File: config.mk
export PLATFORM = sky130hd
export DESIGN_NAME = vwnr_isqrt
export DESIGN_NICKNAME = d
export VERILOG_FILES = /design/src/rtl/core/vwnr_pkg.sv /design/src/rtl/core/vwnr_isqrt.sv
export SDC_FILE = /design/constraint.sdc
export NUM_CORES = 1
export LEC_CHECK = 0
export BUFFER_PORTS_ARGS = -buffer_cell sky130_fd_sc_hd__buf_4
export CORE_MARGIN = 5
export CORE_UTILIZATION = 50
export DETAILED_ROUTE_END_ITERATION = 10
export PLACE_DENSITY = 0.71
export SETUP_SLACK_MARGIN = 0.02
export SYNTH_ARGS = -nofsm -noshare
export SYNTH_HDL_FRONTEND = slang
export SYNTH_SLANG_ARGS = --single-unit
File: constraint.sdc
create_clock -name i_clk -period 3.6 [get_ports i_clk]
set_input_delay 0.18 -clock i_clk [delete_from_list [all_inputs] [get_ports i_clk]]
set_output_delay 0.18 -clock i_clk [all_outputs]
set_load 0.005 [all_outputs]
File: src/rtl/core/vwnr_pkg.sv
// Types and constants of the vertex weight norm reducer.
// No dependencies; used by the top level and the square root unit.
package vwnr_pkg;

    localparam int ACC_W  = 64;   // accumulator width
    localparam int ROOT_W = 32;   // root of a 64-bit value
    localparam int OUT_W  = 32;   // norm_value width

    localparam logic [OUT_W-1:0] INT32_MAX_C = 32'h7FFF_FFFF;
    localparam logic [OUT_W-1:0] INT32_MIN_C = 32'h8000_0000;
    localparam logic [ACC_W-1:0] INT64_MAX_C = 64'h7FFF_FFFF_FFFF_FFFF;
    localparam logic [ACC_W-1:0] INT64_MIN_C = 64'h8000_0000_0000_0000;

    typedef enum logic [1:0] {
        MODE_PASS = 2'd0,
        MODE_SUM  = 2'd1,
        MODE_EUCL = 2'd2,
        MODE_MAX  = 2'd3
    } t_mode;

    typedef enum logic [1:0] {
        ST_IDLE,
        ST_ACC,
        ST_ROOT,
        ST_OUT
    } t_state;

endpackage

File: src/rtl/core/vwnr_isqrt.sv
// Iterative floor square root of a 64-bit value, two radicand bits per cycle.
// Depends on vwnr_pkg.
module vwnr_isqrt (
    input  logic                        i_clk,
    input  logic                        i_rst_n,
    input  logic                        i_start,
    input  logic [vwnr_pkg::ACC_W-1:0]  i_operand,
    output logic                        o_done,
    output logic [vwnr_pkg::ROOT_W-1:0] o_root
);
    import vwnr_pkg::*;

    localparam int CntW = $clog2(ROOT_W);
    localparam int RemW = ROOT_W + 2;

    logic [ACC_W-1:0]  r_op;
    logic [RemW-1:0]   r_rem;
    logic [ROOT_W-1:0] r_root;
    logic [CntW-1:0]   r_cnt;
    logic              r_busy;
    logic              r_done;

    logic [RemW+1:0]   rem_shift;
    logic [RemW+1:0]   trial;
    logic              ge;
    logic [RemW+1:0]   rem_diff;

    // rem <- rem*4 + next pair; try subtracting 4*root+1
    assign rem_shift = {r_rem, r_op[ACC_W-1 -: 2]};
    assign trial     = {2'b00, r_root, 2'b01};
    assign ge        = (rem_shift >= trial);
    assign rem_diff  = ge ? (rem_shift - trial) : rem_shift;

    always_ff @(posedge i_clk) begin
        if (!i_rst_n) begin
            r_busy <= 1'b0;
            r_done <= 1'b0;
            r_cnt  <= '0;
        end else begin
            r_done <= 1'b0;
            if (i_start) begin
                r_busy <= 1'b1;
                r_cnt  <= '0;
            end else if (r_busy) begin
                r_cnt <= r_cnt + 1'b1;
                if (r_cnt == CntW'(ROOT_W - 1)) begin
                    r_busy <= 1'b0;
                    r_done <= 1'b1;
                end
            end
        end
    end

    always_ff @(posedge i_clk) begin
        if (i_start) begin
            r_op   <= i_operand;
            r_rem  <= '0;
            r_root <= '0;
        end else if (r_busy) begin
            r_op   <= {r_op[ACC_W-3:0], 2'b00};
            r_rem  <= rem_diff[RemW-1:0];
            r_root <= {r_root[ROOT_W-2:0], ge};
        end
    end

    assign o_done = r_done;
    assign o_root = r_root;

endmodule

==> results of run 1 <==
sequential cells by signal, summed over array words and instances, names as in the netlist:
name and flops:
r_op 64, r_cnt 5, o_done 1, r_rem 34, o_root 32, r_busy 1
worst max path at each step:
stage,from,to,slack (ns)
finish,o_root[23],r_rem[15],0.49
floorplan,o_root[13],r_rem[26],0.86
global route,o_root[13],r_rem[26],0.26
global placement,o_root[23],r_rem[26],0.65
CTS,o_root[23],r_rem[15],0.47
detailed placement,o_root[23],r_rem[15],0.49
final cells by class:
type	count	area share, %
clock buffers	17	4.79
flip-flops and latches	137	38.1
repair buffers	108	9.15
inverters	42	1.77
well taps	184	2.59
multi-input cells	513	42.1
clock inverters	15	1.45
worst max-delay path, stage by stage, from the launching register on:
cell	delay, ns
sky130_fd_sc_hd__dfxtp_1	0.37
sky130_fd_sc_hd__inv_1	0.06
sky130_fd_sc_hd__ha_1	0.40
sky130_fd_sc_hd__and3_1	0.34
sky130_fd_sc_hd__nand2_2	0.12
sky130_fd_sc_hd__nor4_4	0.30
sky130_fd_sc_hd__o21ai_1	0.13
sky130_fd_sc_hd__a311oi_2	0.28
sky130_fd_sc_hd__or2_1	0.17
sky130_fd_sc_hd__buf_4	0.23
sky130_fd_sc_hd__mux2_1	0.34
sky130_fd_sc_hd__mux2i_1	0.15
sky130_fd_sc_hd__nor2_1	0.06
stage by stage:
step / hold WS (ns) / std cells / total power, mW
floorplan: 0.297 / 733 / 4.04
global placement: 0.401 / 983 / 4.50
detailed placement: 0.404 / 983 / 4.55
CTS: 0.0258 / 1016 / 6.24
global route: 0.0327 / 1016 / 6.64
finish: 0.0431 / 1016 / 6.20
placed cells by master (no fill, tap or decap), types with 3 or more instances in the layout:
cell type                   count
sky130_fd_sc_hd__and2_1         5
sky130_fd_sc_hd__inv_6          8
sky130_fd_sc_hd__o21ai_1        5
sky130_fd_sc_hd__mux2i_1       40
sky130_fd_sc_hd__inv_8          3
sky130_fd_sc_hd__mux2_1         3
sky130_fd_sc_hd__a311oi_1      16
sky130_fd_sc_hd__inv_1         42
sky130_fd_sc_hd__dfxtp_1       72
sky130_fd_sc_hd__buf_4        107
sky130_fd_sc_hd__clkbuf_16     17
sky130_fd_sc_hd__o21a_1         7
sky130_fd_sc_hd__or3_1          3
sky130_fd_sc_hd__o211ai_1      10
sky130_fd_sc_hd__nand3_1        9
sky130_fd_sc_hd__edfxtp_1      64
sky130_fd_sc_hd__mux2_2        62
sky130_fd_sc_hd__a31oi_1        3
sky130_fd_sc_hd__xnor2_1       13
sky130_fd_sc_hd__nand2_1       65
sky130_fd_sc_hd__ha_1          36
sky130_fd_sc_hd__xor2_1        15
sky130_fd_sc_hd__a21oi_1       35
sky130_fd_sc_hd__and3_1         6
sky130_fd_sc_hd__nand2b_1       7
sky130_fd_sc_hd__nor2_1        83
sky130_fd_sc_hd__o31ai_1        3
sky130_fd_sc_hd__nand4_1        7
sky130_fd_sc_hd__nor3_1         9
sky130_fd_sc_hd__o21ai_0       11
sky130_fd_sc_hd__a21o_1        14
sky130_fd_sc_hd__a211oi_1      10
report_power, final:
| group | switching, mW | internal, mW |
|---|---|---|
| clock | 0.739 | 0.908 |
| sequential | 0.112 | 1.83 |
| combinational | 1.49 | 1.12 |
| total | 2.34 | 3.86 |
cells by family after synthesis:
| group | count (synthesis) |
|---|---|
| xor gates and xnor gates | 28 |
| muxes | 106 |
| and+or+nand+nor | 205 |
| buffers and inverters | 83 |
| adders and majority gates | 36 |
| AOI/OAI and AO/OA | 138 |
| DFF | 137 |
repair_timing:
item,4_1_cts,5_1_grt
endpoints found under the hold margin,1,0
hold buffers,1,0
buffers inserted,0,0
per-layer routing:
| layer | share of wire [%] | track usage (%) |
|---|---|---|
| met2 | 47 | 30.5 |
| met1 | 44 | 22.7 |
| met3 | 7.2 | 7.02 |
| met4 | 1.5 | 6.84 |
| met5 | 0 | 0 |
==> impl_metrics.yaml, run 1 <==
cells_and_area:
  multi_input_comb_area_mm2: 0.00374
  fillerInstances: 1203
  design.final.nets: 922
  utilization_pct: 60.9
  antennaDiodeCount: 0
  seqCellArea_mm2: 0.00339
  post_route_cells_drive_above_1_share_pct: 25.8
  area.growth.synth_to_final_pct: 18.9
  final_area_mm2: 0.00889
placement:
  placed_area_mm2: 0.00832
  weighted_congestion_reported_at_the_end_of_routability_driven_placement: 0.902
  post-place-ws_ns: 0.493
  half_perimeter_wire_length_after_placement_mm: 11.1
  port_buffers: 99
yosys:
  ys_warn_count: 0
  synth_fa_ha_area_share_pct: 6.03
  synthArstFlopShare_pct: 0
  synth_simple_gate_area_share_pct: 12.2
  synthMuxAreaShare_pct: 15.3
  synth.yosys.seq_area_share_pct: 45.3
  avgSynthCellArea_um2: 10.2
  synth_xor_xnor_area_share_pct: 3.28
  ys_seq_elements: 137
  synth_nets: 836
  synth_top_area_cell: "sky130_fd_sc_hd__edfxtp_1"
  synth_top_cells_by_count: "sky130_fd_sc_hd__nor2_1 (83), sky130_fd_sc_hd__dfxtp_1 (73), sky130_fd_sc_hd__nand2_1 (66)"
  synth_enable_flop_cells: 64
  synth.lib_cells_used.distinct: 59
  synth-compound-area-share_pct: 13.2
  yosys_most_used_dff: "sky130_fd_sc_hd__dfxtp_1"
  yosysMostFrequentCell: "sky130_fd_sc_hd__nor2_1"
  synth.area.top_cells: "sky130_fd_sc_hd__edfxtp_1 (26%), sky130_fd_sc_hd__dfxtp_1 (20%), sky130_fd_sc_hd__mux2_2 (9.3%), sky130_fd_sc_hd__ha_1 (6.0%), sky130_fd_sc_hd__mux2i_1 (5.4%)"
  synthesis.instances: 733
  combinational_family_with_the_most_area_after_synthesis: "multiplexers"
  share_of_yosys_cell_area_claimed_by_the_top_area_cell_type_pct: 25.7
  mappedNetlistArea_mm2: 0.00747
timing:
  slew_headroom_pct: 25.2
  final-hold-violation-count: 0
  rsz_0062_raised_after_global_routing: "no"
  finalClockSkew_ns: 0.00991
  tightestPinTransition_ns: 1.12
  post-route-worst-setup-slack_ns: 0.492
  final_critical_delay_including_setup_and_external_delays_ns: 3.11
  setup-tns-final_ns: 0
  final-max-slew-violation-count: 0
  period_share_pct: 86.3
  achievable-frequency_mhz: 322
  setup_viol: 0
critical_path:
  worst_r2r_endpoint: "r_rem[15]"
  worstPathMaxFanout: 15
  critical_path_class: "reg -> reg"
  cp-start-kind: "register"
  worstReg2RegStart: "o_root[23]"
  setup.reg_to_reg.worst_slack_ns: 0.49
  r2r.worst_path.cells: 12
  cp-end-kind: "register"
  critical_path_arrival_ns: 3.38
  data_required_time_at_the_worst_endpoint_ns: 3.87
worst_hold_path:
  timing.hold.worst.start: "i_operand[1]"
  holdPathEnd: "r_op[1]"
  worstHoldPathType: "in -> reg"
  timing.hold.worst_path_depth: 2
clock_tree:
  clock_insertion_delay_worst_skew_ns: 0.42
  clockRootBuffer: "sky130_fd_sc_hd__clkbuf_16"
  htree_num_levels: 4
  cts_resized: 0
  cts_num_sinks: 137
  cts_made_buffers: 17
  tritoncts: "built"
  clk_pin_slew_worst_paths_ns: 0.06
  clk_path_buf_depth: 2
detailed_routing:
  drt_iter0_markers: 302
  route.detailed.drc: 0
  drt_first_pass_iters: 5
  postRouteAntennaNets: 0
  vias_per_cell: 5.58
  wl_per_cell_um: 15.7
  routed_wirelength_mm: 15.9
  via_count: 5668
status:
  outcome: "complete, no violations"
floorplan:
  die_area_mm2: 0.0175
  num_rows: 44
  start_util_pct: 51.2
  num_io_pins: 100
  die_w_um: 132
  die_h_um: 132
  design.core.area_mm2: 0.0146
grt:
  grt_pass1_wl_mm: 27.3
  number_of_global_route_vias_before_repair: 5839
  global_route_overflow: 0
  largest_net_degree_at_the_start_of_global_routing: 93
  global_route.usage.total_pct: 18.7
  antenna_found_initial: 0
power_and_ir_drop:
  power.leakage_nw: 3.65
  irDropWorstVdd_mv: 0.438
  power_density_mw_per_mm2: 697
run:
  cap_violations: 0
Note: power is estimated with default switching activity, not from simulation.
==> inputs of run 2 (changes only) <==
--- a/config.mk
+++ b/config.mk
@@ -6,6 +6,7 @@
 export NUM_CORES = 1
 export LEC_CHECK = 0
 export BUFFER_PORTS_ARGS = -buffer_cell sky130_fd_sc_hd__buf_4
+export CORE_ASPECT_RATIO = 0.7
 export CORE_MARGIN = 5
 export CORE_UTILIZATION = 50
 export DETAILED_ROUTE_END_ITERATION = 10
==> run 2 against run 1 <==
Against the previous run:
- global-route usage grew 0.36 points
- sequential power is essentially flat
- critical endpoint is now r_rem[33]
- final area grew 0.38%
- utilization shrank 0.13 points
- fmax shrank 5.1%
- power grew 1.3%
- register-to-register slack lost 0.17 ns
- sequential share of layout area shrank 0.14 points
- worst setup slack lost 0.17 ns
- flip-flop and latch count is the same
- combinational power grew 3%
- count of clock-buffer cells in the layout is the same
- largest power group unchanged
==> impl_metrics.yaml, run 2 (same netlist as run 1, synthesis figures left out) <==
clock_tree:
  cts_num_sinks: 137
  ctsHoldBuffers: 1
  cts_made_buffers: 17
  clk_pin_slew_worst_paths_ns: 0.07
  clk_path_buf_depth: 2
  tritoncts: "built"
  htree_num_levels: 4
  cts_resized: 0
  clock_insertion_delay_worst_skew_ns: 0.42
  cts.repair_timing.setup_buffer_count: 0
  clockRootBuffer: "sky130_fd_sc_hd__clkbuf_16"
worst_hold_path:
  worstHoldPathType: "in -> reg"
  timing.hold.worst.start: "i_operand[0]"
floorplan:
  die_area_mm2: 0.0175
  start_util_pct: 50.9
  num_io_pins: 100
  num_rows: 37
  design.core.area_mm2: 0.0147
  die_w_um: 156
  die_h_um: 112
detailed_routing:
  postRouteAntennaNets: 0
  drt_first_pass_iters: 5
  routed_wirelength_mm: 16.7
  via_count: 5739
  route.detailed.drc: 0
  vias_per_cell: 5.58
  wl_per_cell_um: 16.3
  drt_iter0_markers: 404
timing:
  finalClockSkew_ns: 0.0127
  setup_viol: 0
  achievable-frequency_mhz: 305
  tightestPinTransition_ns: 1.19
  period_share_pct: 91.0
  setup-tns-final_ns: 0
  final-max-slew-violation-count: 0
  rsz_0062_raised_after_global_routing: "no"
  post-route-worst-setup-slack_ns: 0.326
  final-hold-violation-count: 0
  slew_headroom_pct: 20.4
  final_critical_delay_including_setup_and_external_delays_ns: 3.27
grt:
  grt_pass1_wl_mm: 27.6
  number_of_global_route_vias_before_repair: 5562
  antenna_found_initial: 0
  global_route.usage.total_pct: 19.1
  largest_net_degree_at_the_start_of_global_routing: 93
  global_route_overflow: 0
critical_path:
  crit_buf_inv: 2
  worstReg2RegStart: "o_root[0]"
  cp-startpoint: "o_root[0]"
  critical_path.most_common_cell: "sky130_fd_sc_hd__o2111ai_1"
  cp-end-kind: "register"
  cp-start-kind: "register"
  worstPathMaxFanout: 6
  critical_path_class: "reg -> reg"
  critical-path-top-delay-family: "compound AO/OA/AOI/OAI gates"
  critical_path_arrival_ns: 3.59
  crit_chain: "inv_1, ha_1, o211ai_1, o21ai_2, o2111ai_1, a31oi_1, buf_4, o2111ai_1, a21oi_2, a21oi_1, o21ai_0, a311oi_1"
  data_required_time_at_the_worst_endpoint_ns: 3.92
  crit_path_max_incr_delay_ns: 0.46
  cpMaxStageDelayCell: "sky130_fd_sc_hd__o2111ai_1"
cells_and_area:
  design.final.nets: 924
  max_ffs_per_register: 64
  fillerInstances: 1192
  most_common_cell_after_layout_fill_and_taps_aside: "sky130_fd_sc_hd__buf_4"
  final_cell_mix: "sky130_fd_sc_hd__buf_4 (109), sky130_fd_sc_hd__nor2_1 (83), sky130_fd_sc_hd__dfxtp_1 (72), sky130_fd_sc_hd__nand2_1 (65), sky130_fd_sc_hd__edfxtp_1 (64)"
  seqCellArea_mm2: 0.00339
  multi_input_comb_area_mm2: 0.00374
  antennaDiodeCount: 0
  post_route_cells_drive_above_1_share_pct: 25.9
  utilization_pct: 60.8
  area.growth.synth_to_final_pct: 19.3
  registers.top_by_ff_count: "r_op"
placement:
  port_buffers: 99
  half_perimeter_wire_length_after_placement_mm: 11.4
  post-place-ws_ns: 0.457
  weighted_congestion_reported_at_the_end_of_routability_driven_placement: 0.900
power_and_ir_drop:
  power_density_mw_per_mm2: 704
  power.leakage_nw: 3.65
  irDropWorstVdd_mv: 0.423
run:
  cap_violations: 0
status:
  outcome: "complete, no violations"
## run 2: cell types whose count changed in the layout (fill, tap and decap cells not counted), moves of 2 or more
cell                         delta
sky130_fd_sc_hd__buf_4          +2
sky130_fd_sc_hd__clkinv_2       -2
sky130_fd_sc_hd__clkinvlp_4     +2
sky130_fd_sc_hd__inv_6          -2
## run 2: worst paths after layout
| kind | to | slack (ns) | cells after the start |
|---|---|---|---|
| worst max register to register | r_rem[33] | 0.33 | 12 |
| worst max-delay path | r_rem[33] | 0.33 | 12 |
| worst min register to register | r_rem[32] | 0.50 | 2 |
| worst min-delay path | r_op[0] | 0.04 | 2 |
## run 2: routing by layer
layer / vias to the layer above / GRT usage (%) / part of all wire (%)
met4: 0 / 5.09 / 0.72
met2: 167 / 29.0 / 45
met5: - / 0 / 0
met3: 12 / 4.32 / 5.1
met1: 2742 / 27.6 / 49
li1: 2818 / - / -
## run 2: cell type report
class	count	share of cell area [%]
inverter	42	1.77
clock inverter	15	1.50
sequential	137	38.0
clock buffer	17	4.77
multi-input combinational	513	42.0
timing repair buffer	110	9.29
tap	195	2.74
## run 2: metrics by stage
| step | instances | cell area [µm²] | hold slack, ns | power (mW) |
|---|---|---|---|---|
| global placement | 996 | 8350 | 0.396 | 4.49 |
| finish | 1029 | 8920 | 0.0395 | 6.28 |
| floorplan | 733 | 7470 | 0.297 | 4.04 |
| global route | 1029 | 8920 | 0.0293 | 6.67 |
| detailed placement | 996 | 8350 | 0.406 | 4.57 |
| CTS | 1029 | 8920 | 0.0321 | 6.27 |
## run 2: report_power, final
group | switching [mW] | total, mW | internal [mW]
sequential | 0.113 | 1.94 | 1.83
clock | 0.740 | 1.65 | 0.906
combinational | 1.56 | 2.69 | 1.13
==> inputs of run 3 (changes only) <==
--- a/config.mk
+++ b/config.mk
@@ -6,11 +6,10 @@
 export NUM_CORES = 1
 export LEC_CHECK = 0
 export BUFFER_PORTS_ARGS = -buffer_cell sky130_fd_sc_hd__buf_4
-export CORE_ASPECT_RATIO = 0.7
 export CORE_MARGIN = 5
-export CORE_UTILIZATION = 50
+export CORE_UTILIZATION = 45
 export DETAILED_ROUTE_END_ITERATION = 10
-export PLACE_DENSITY = 0.71
+export RECOVER_POWER = 50
 export SETUP_SLACK_MARGIN = 0.02
 export SYNTH_ARGS = -nofsm -noshare
 export SYNTH_HDL_FRONTEND = slang
==> run 3 against run 2 <==
Against the previous run:
- the flow now finishes with violations (capacitance limit, slew limit)
- critical path depth did not move
- global-route usage fell by 2.0 points
- clock power rose by 5%
- clock skew fell by 0.0079 ns
- worst hold slack improved by 0.017 ns
- cell count rose by 2.4%
- die area rose by 10%
- non-clock buffer count did not move
- sequential share of layout area fell by 0.19 points
- worst setup slack improved by 0.063 ns
- largest power group unchanged
==> impl_metrics.yaml, run 3 (same netlist as run 1, synthesis figures left out) <==
clock_tree:
  cts_num_sinks: 137
  clockRootBuffer: "sky130_fd_sc_hd__clkbuf_16"
  clk_pin_slew_worst_paths_ns: 0.06
  clock_insertion_delay_worst_skew_ns: 0.41
  cts.repair_timing.setup_buffer_count: 0
  cts_resized: 0
  clk_path_buf_depth: 2
  htree_num_levels: 4
  cts_made_buffers: 17
  tritoncts: "built"
  ctsHoldBuffers: 1
timing:
  achievable-frequency_mhz: 311
  final-max-slew-violation-count: 226
  tightestPinTransition_ns: 2.85
  slew_headroom_pct: -90.2
  rsz_0062_raised_after_global_routing: "no"
  final_critical_delay_including_setup_and_external_delays_ns: 3.21
  setup-tns-final_ns: 0
  final-hold-violation-count: 0
  period_share_pct: 89.2
  setup_viol: 0
  finalClockSkew_ns: 0.00478
cells_and_area:
  utilization_pct: 54.4
  registers.top_by_ff_count: "r_op"
  final_cell_mix: "sky130_fd_sc_hd__nor2_1 (82), sky130_fd_sc_hd__dfxtp_1 (72), sky130_fd_sc_hd__buf_4 (71), sky130_fd_sc_hd__nand2_1 (65), sky130_fd_sc_hd__edfxtp_1 (64)"
  most_common_cell_after_layout_fill_and_taps_aside: "sky130_fd_sc_hd__nor2_1"
  design.final.nets: 924
  area.growth.synth_to_final_pct: 19.9
  final_area_mm2: 0.00896
  max_ffs_per_register: 64
  antennaDiodeCount: 0
  post_route_cells_drive_above_1_share_pct: 24.9
detailed_routing:
  vias_per_cell: 5.33
  drt_first_pass_iters: 4
  routed.top_layer: "met4"
  routed_wirelength_mm: 16.0
  detailroute.wirelength.met3_mm: 1.17
  drt_iter0_markers: 288
  postRouteAntennaNets: 0
  drt-met1-wl_mm: 7.23
  wl_met2_mm: 7.40
  via_count: 5617
  wl_per_cell_um: 15.2
  route.detailed.drc: 0
placement:
  half_perimeter_wire_length_after_placement_mm: 11.1
  placed_area_mm2: 0.00840
  port_buffers: 99
  weighted_congestion_reported_at_the_end_of_routability_driven_placement: 0.884
floorplan:
  start_util_pct: 45.4
  die_area_mm2: 0.0193
  num_rows: 47
  num_io_pins: 100
  design.core.area_mm2: 0.0165
  die_h_um: 139
  die_w_um: 139
status:
  failed_checks: "capacitance limit, slew limit"
  outcome: "finished with violations"
grt:
  grt_pass1_wl_mm: 27.6
  global_route_overflow: 0
  largest_net_degree_at_the_start_of_global_routing: 93
  antenna_found_initial: 0
  number_of_global_route_vias_before_repair: 5768
  global_route.usage.total_pct: 17.1
power_and_ir_drop:
  power.leakage_nw: 3.63
  irDropWorstVdd_mv: 0.414
  power_density_mw_per_mm2: 711
critical_path:
  cp-start-kind: "register"
  critical_path_arrival_ns: 3.43
  cp-end-kind: "register"
  worstPathMaxFanout: 7
  critical_path_class: "reg -> reg"
  data_required_time_at_the_worst_endpoint_ns: 3.82
worst_hold_path:
  worstHoldPathType: "in -> reg"
run:
  cap_violations: 3
==> run 3: final timing paths <==
| check | startpoint | to | slack [ns] | cells after the start |
|---|---|---|---|---|
| hold reg to reg | r_rem[10] | r_rem[12] | 0.49 | 2 |
| setup reg to reg | o_root[23] | r_rem[26] | 0.39 | 12 |
| setup / recovery | o_root[23] | r_rem[26] | 0.39 | 12 |
| hold / removal | i_operand[0] | r_op[0] | 0.06 | 2 |
==> run 3: power breakdown <==
part	internal (mW)	leakage (nW)	total, mW	switching (mW)
sequential	1.83	1.24	1.94	0.111
combinational	1.17	2.11	2.69	1.52
clock	1.09	0.278	1.74	0.655
==> run 3: critical path, cell delays in order (launching register included) <==
cell and delay [ns]:
sky130_fd_sc_hd__dfxtp_1 0.37, sky130_fd_sc_hd__inv_1 0.06, sky130_fd_sc_hd__ha_1 0.39, sky130_fd_sc_hd__and3_1 0.36
sky130_fd_sc_hd__nand2_2 0.13, sky130_fd_sc_hd__nor4_4 0.30, sky130_fd_sc_hd__o21ai_1 0.13, sky130_fd_sc_hd__a311oi_2 0.30
sky130_fd_sc_hd__or2_1 0.22, sky130_fd_sc_hd__buf_4 0.19, sky130_fd_sc_hd__mux2_4 0.31, sky130_fd_sc_hd__mux2i_1 0.18
sky130_fd_sc_hd__a211oi_2 0.08
==> run 3: cell type report <==
class	count	area [µm²]
fillers	1500	7500
clock buffers	20	437
flip-flops and latches	137	3390
multi-input cells	513	3750
clock inverters	12	149
repair buffers	110	813
inverters	42	158
well taps	220	275
==> run 3: layer usage <==
metal,track usage [%],vias up
met3,5.90,19
met2,27.5,156
met5,0,-
met1,21.3,2623
li1,-,2819
met4,6.28,0
==> run 3: through the flow <==
| step | total power [mW] | instances | worst slack (ns) | hold slack, ns |
|---|---|---|---|---|
| final | 6.37 | 1054 | 0.389 | 0.0567 |
| after global routing | 6.82 | 1054 | 0.0993 | 0.0417 |
| after CTS | 6.41 | 1054 | 0.426 | 0.0408 |
| after detailed placement | 4.62 | 1021 | 0.449 | 0.401 |
| after global placement | 4.59 | 1021 | 0.603 | 0.397 |
| after floorplan | 4.04 | 733 | 0.859 | 0.297 |
